===== config.mk =====
export PLATFORM = sky130hd
export DESIGN_NAME = fbmc_cmd
export DESIGN_NICKNAME = d
export VERILOG_FILES = /design/src/rtl/fbmc_pkg.sv /design/src/rtl/fbmc_cmd.sv
export SDC_FILE = /design/constraint.sdc
export NUM_CORES = 1
export LEC_CHECK = 0
export BUFFER_PORTS_ARGS = -buffer_cell sky130_fd_sc_hd__buf_4
export CORE_ASPECT_RATIO = 2
export CORE_MARGIN = 2
export CORE_UTILIZATION = 55
export CTS_CLUSTER_SIZE = 12
export DETAILED_ROUTE_END_ITERATION = 12
export PLACE_DENSITY = 0.84
export SKIP_CTS_REPAIR_TIMING = 1
export SYNTH_ARGS = -nofsm -noshare
export SYNTH_HDL_FRONTEND = slang
export SYNTH_SLANG_ARGS = --single-unit

===== constraint.sdc =====
create_clock -name clk_i -period 4.28 [get_ports clk_i]
set_clock_uncertainty 0.2 [all_clocks]
set_input_delay 0.856 -clock clk_i [delete_from_list [all_inputs] [get_ports clk_i]]
set_output_delay 0.856 -clock clk_i [all_outputs]
set_load 0.01 [all_outputs]

===== src/rtl/fbmc_pkg.sv =====
// ============================================================================
// fbmc_pkg - shared definitions for the flash backup memory controller
// Store geometry, flash command codes, ID bytes and the control structs that
// pass between the command decoder and the top level.
// ============================================================================
package fbmc_pkg;

  // Store geometry
  localparam int BackupBytesDef = 131072;
  localparam int BankBytes      = 65536;
  localparam int SectorBytes    = 4096;
  localparam int BankW          = 16;          // bits of offset inside a bank
  localparam int SumW           = BankW + 1;   // bank offset plus bank bit
  localparam int SecW           = 12;          // log2 of the sector size

  // Access kinds
  localparam logic KindRead  = 1'b0;
  localparam logic KindWrite = 1'b1;

  // Backup kind register
  localparam logic BkFlash = 1'b0;
  localparam logic BkSram  = 1'b1;

  // Fixed command offsets
  localparam logic [24:0] OfsUnlockA = 25'h0005555;
  localparam logic [24:0] OfsUnlockB = 25'h0002AAA;
  localparam logic [24:0] OfsMaker   = 25'h0000000;
  localparam logic [24:0] OfsDevice  = 25'h0000001;
  localparam logic [24:0] OfsBankSel = 25'h0000000;

  // Full three-byte command words, and the one-byte sector erase code
  localparam logic [23:0] CmdIdEntry  = 24'hAA5590;
  localparam logic [23:0] CmdReset    = 24'hAA55F0;
  localparam logic [23:0] CmdErasePrep = 24'hAA5580;
  localparam logic [23:0] CmdProgram  = 24'hAA55A0;
  localparam logic [23:0] CmdBankSel  = 24'hAA55B0;
  localparam logic [23:0] CmdChipErase = 24'hAA5510;
  localparam logic [7:0]  CmdSectorErase = 8'h30;

  // ID bytes
  localparam logic [7:0] MakerId  = 8'hC2;
  localparam logic [7:0] DeviceId = 8'h09;

  // Fill values
  localparam logic [7:0] ClearByte = 8'h00;
  localparam logic [7:0] EraseByte = 8'hFF;

  // Flash mode, one-hot
  typedef enum logic [4:0] {
    MODE_NORMAL  = 5'b00001,
    MODE_ID      = 5'b00010,
    MODE_ERASE   = 5'b00100,
    MODE_PROGRAM = 5'b01000,
    MODE_BANK    = 5'b10000
  } mode_e;

  // Store actions requested by one flash write
  typedef struct packed {
    logic prog;     // store the written byte
    logic sector;   // erase one sector
    logic chip;     // erase the whole store
  } fbmc_act_t;

  // Flash state seen by the data path
  typedef struct packed {
    logic id_mode;
    logic bank;
  } fbmc_stat_t;

endpackage


===== src/rtl/fbmc_cmd.sv =====
// ============================================================================
// fbmc_cmd - flash command state machine
// Tracks the unlock sequence, flash mode and bank, and flags store actions.
// ============================================================================
module fbmc_cmd (
  input  logic                 clk_i,
  input  logic                 rst_ni,
  input  logic                 wr_i,
  input  logic [24:0]          addr_i,
  input  logic [7:0]           data_i,
  output fbmc_pkg::fbmc_act_t  act_o,
  output fbmc_pkg::fbmc_stat_t stat_o
);
  import fbmc_pkg::*;

  mode_e       mode_q, mode_d, mode_eff;
  logic [1:0]  phase_q, phase_d;
  logic [15:0] hi_q, hi_d;       // first two unlock bytes
  logic        bank_q, bank_d;
  fbmc_act_t   act;

  always_comb begin
    act      = '0;
    mode_eff = mode_q;
    if (mode_q == MODE_PROGRAM) begin
      act.prog = 1'b1;
      mode_eff = MODE_NORMAL;
    end
    mode_d  = mode_eff;
    phase_d = phase_q;
    hi_d    = hi_q;
    bank_d  = bank_q;

    if (mode_eff == MODE_BANK && addr_i == OfsBankSel) begin
      bank_d = data_i[0];
      mode_d = MODE_NORMAL;
    end else if (phase_q == 2'd0 && addr_i == OfsUnlockA) begin
      hi_d    = {data_i, 8'h00};
      phase_d = 2'd1;
    end else if (phase_q == 2'd1 && addr_i == OfsUnlockB) begin
      hi_d    = {hi_q[15:8], data_i};
      phase_d = 2'd2;
    end else if (phase_q == 2'd2 && addr_i == OfsUnlockA) begin
      case ({hi_q, data_i})
        CmdIdEntry:   mode_d = MODE_ID;
        CmdReset:     mode_d = MODE_NORMAL;
        CmdErasePrep: mode_d = MODE_ERASE;
        CmdProgram:   mode_d = MODE_PROGRAM;
        CmdBankSel:   mode_d = MODE_BANK;
        CmdChipErase: begin
          if (mode_eff == MODE_ERASE) begin
            act.chip = 1'b1;
            mode_d   = MODE_NORMAL;
          end
        end
        default: ;
      endcase
      hi_d    = '0;
      phase_d = 2'd0;
    end else if (mode_eff == MODE_ERASE && phase_q == 2'd2 && data_i == CmdSectorErase) begin
      act.sector = 1'b1;
      hi_d       = '0;
      phase_d    = 2'd0;
    end
  end

  always_ff @(posedge clk_i or negedge rst_ni) begin
    if (!rst_ni) begin
      mode_q  <= MODE_NORMAL;
      phase_q <= 2'd0;
      hi_q    <= '0;
      bank_q  <= 1'b0;
    end else if (wr_i) begin
      mode_q  <= mode_d;
      phase_q <= phase_d;
      hi_q    <= hi_d;
      bank_q  <= bank_d;
    end
  end

  assign act_o          = wr_i ? act : '0;
  assign stat_o.id_mode = (mode_q == MODE_ID);
  assign stat_o.bank    = bank_q;

`ifndef SYNTHESIS
  a_one_action: assert property (@(posedge clk_i) disable iff (!rst_ni)
    $onehot0({act_o.prog, act_o.sector, act_o.chip}))
    else $error("more than one store action from one write");

  a_phase_range: assert property (@(posedge clk_i) disable iff (!rst_ni)
    phase_q != 2'd3)
    else $error("unlock phase out of range");

  a_chip_to_normal: assert property (@(posedge clk_i) disable iff (!rst_ni)
    act_o.chip |=> (mode_q == MODE_NORMAL && phase_q == 2'd0))
    else $error("chip erase did not return to normal mode");

  a_sector_keeps_erase: assert property (@(posedge clk_i) disable iff (!rst_ni)
    act_o.sector |=> (mode_q == MODE_ERASE && phase_q == 2'd0))
    else $error("sector erase left wrong mode or phase");
`endif

endmodule


==> results.sh <==
export IMPL_outcome="finished, final reports clean"
export IMPL_grt_first_pass_wirelength_mm=6.14
export IMPL_port_buffers=40
export IMPL_synth_seq_cells=24
export IMPL_dp_cells=202
export IMPL_num_io_pins=41
export IMPL_worst_setup_path_type="in -> out"
export IMPL_antenna_found_initial=0
export IMPL_totalWireLength_mm=3.75
export IMPL_synth_fp_nets=175
export IMPL_overflow=0
export IMPL_cp_slowest_stage_delay_ps=560
export IMPL_synthFlopType="dfrtp_1"
export IMPL_num_vias=1343
export IMPL_cpMaxStageDelayCell="or4_4"
export IMPL_drt_iter0_drc=63
export IMPL_dp_hpwl_mm=3.02
export IMPL_die_h_microns=76.9
export IMPL_cp_required_ps=3220
export IMPL_insertion_delay_ps=260
export IMPL_cts_htree_levels=1
export IMPL_synth_most_common_cell="dfrtp_1"
export IMPL_start_kind="input pin"
export IMPL_cts_buffers=3
export IMPL_fmax_mhz=285
export IMPL_syn_mean_instance_area_sq_um=10.5
export IMPL_drc=0
export IMPL_power_density_nw_per_um2=271
export IMPL_worstMarginPinSlew_ps=545
export IMPL_slew_violations=0
export IMPL_drive_gt1_share_pct=34.3
export IMPL_synthCells=139
export IMPL_gp_congestion=0.956
export IMPL_vias_per_cell=6.52
export IMPL_synthArstFlopShare_pct=100
export IMPL_dr_pass1_iters=4
export IMPL_ir_drop_mv=0.258
export IMPL_power_mw=0.485
export IMPL_worstReg2RegStart="hi_q[12]"
export IMPL_ys_warn_count=0
export IMPL_crit_start="addr_i[0]"
export IMPL_clockBufferDepth=2
export IMPL_initial_core_util_pct=57.6
export IMPL_crit_top_cell="buf_4"
export IMPL_drtAntennaViolNets=0
export IMPL_synthDistinctLibCells=41
export IMPL_rows=26
export IMPL_yosysTopAreaCell="dfrtp_1"
export IMPL_endpoint_kind="output pin"
export IMPL_multi_input_area_sq_um=797
export IMPL_seqCellArea_sq_um=602
export IMPL_numClockSinks=24
export IMPL_synth_seq_area_share_pct=41.1
export IMPL_cts_reportedPaths_clkPinSlew_ps=80
export IMPL_die_area_sq_um=3110
export IMPL_synth_top_area_share_pct=39.3
export IMPL_rsz0062_at_grt="false"
export IMPL_synthTopCellsByCount="23 x dfrtp_1, 16 x a22o_1, 12 x nand2_1"
export IMPL_leakagePower_nw=0.800
export IMPL_cts_root_buf="clkbuf_8"
export IMPL_cp_max_fo=6
export IMPL_num_antenna_cells=0
export IMPL_nFillCells=191
export IMPL_period_needed_ps=3510
export IMPL_synth_edff_count=0
export IMPL_hold_viol=0
export IMPL_die_x_microns=40.5
export IMPL_cts_tree="built"
export IMPL_grt_max_degree=25
export IMPL_syn_to_final_growth_pct=22.7
export IMPL_slew_headroom_pct=63.5
export IMPL_setup_viol=0
export IMPL_core_sq_um=2540
export IMPL_instances_no_fill=206
export IMPL_synth_area_leaders="dfrtp_1 39%, a22o_1 9.6%, nor4_2 3.4%"
export IMPL_hold_class="in -> async"
export IMPL_netlist_area_sq_um=1460
export IMPL_tns_ps=0
export IMPL_crit_chain="buf_4 -> or4_4 -> nor4_4 -> nor2b_2 -> nand2_1 -> nor3_1 -> buf_4"
export IMPL_drv_cap=0
export IMPL_nets=215
export IMPL_crit_arrival_ps=2450
export IMPL_fin_crit_sh_pct=81.9
export IMPL_grt_usage_pct=27.0
export IMPL_grt_pass1_vias=1424
export IMPL_avgRoutedWirePerCell_microns=18.2
==> critical path: cells and delay by family <==
| kind | cells | cell delay [ps] |
|---|---|---|
| buffers and inverters | 2 | 250 |
| AND/OR/NAND/NOR | 5 | 1340 |
==> final cells by class <==
cell class                      count  share of cell area, %
Sequential cell                    24                   33.5
Timing Repair Buffer               40                   16.7
Tap cell                           28                   1.95
Clock buffer                        4                   2.51
Multi-Input combinational cell    106                   44.4
Inverter                            4                  0.837
==> sequential cells by signal (all words and copies together) (netlist names) <==
name	cells
bank_q	1
hi_q	16
mode_q	5
phase_q	2
==> through the flow <==
stage	cell area, sq um	hold WS (ps)	worst slack (ps)	utilization [%]
2_1_floorplan	1460	257	1140	-
3_3_place_gp	1750	276	820	68.9
3_5_place_dp	1750	280	786	68.9
4_1_cts	1790	285	783	70.7
5_1_grt	1790	292	636	70.7
6_report	1790	278	773	70.7
==> cell families after synthesis <==
kind of cell    share of synthesized area [%]
simple gates                             34.6
compound gates                           19.2
mux                                     0.770
flops                                    41.1
buf+inv                                  4.36
==> layer usage <==
| metal | vias up | GRT usage, % | part of all wire [%] |
|---|---|---|---|
| li1 | 619 | - | - |
| met1 | 655 | 30.5 | 35 |
| met2 | 51 | 47.1 | 58 |
| met3 | 18 | 2.31 | 3.3 |
| met4 | 0 | 11.0 | 2.9 |
| met5 | - | 0 | 0 |
==> layout by cell type, fill, tap and decap left out, drive strengths merged, types with 3 or more instances in the layout <==
cell type / instances
a21o: 4
a22o: 16
buf: 40
clkbuf: 4
dfrtp: 23
inv: 4
nand2: 13
nand3: 7
nand4: 5
nor2: 6
nor2b: 3
nor3: 8
nor4: 12
nor4bb: 5
o31ai: 3
==> final timing paths <==
| kind | end | slack, ps | cells after the start |
|---|---|---|---|
| worst max-delay path | act_o[0] | 770 | 7 |
| worst min-delay path | hi_q[11] | 280 | 1 |
| worst max register to register | mode_q[3] | 1820 | 6 |
| worst min register to register | hi_q[4] | 300 | 1 |
| max in group asynchronous | mode_q[0] | 3310 | 1 |
| min in group clk_i | hi_q[4] | 300 | 1 |
==> report_power, final <==
| group | leakage, nW | switching, mW | internal (mW) |
|---|---|---|---|
| logic | 0.448 | 0.0493 | 0.0503 |
| registers | 0.329 | 0.0154 | 0.240 |
| clock network | 0.0228 | 0.0639 | 0.0662 |
| total | 0.800 | 0.129 | 0.357 |
Note: power is estimated with default switching activity, not from simulation.
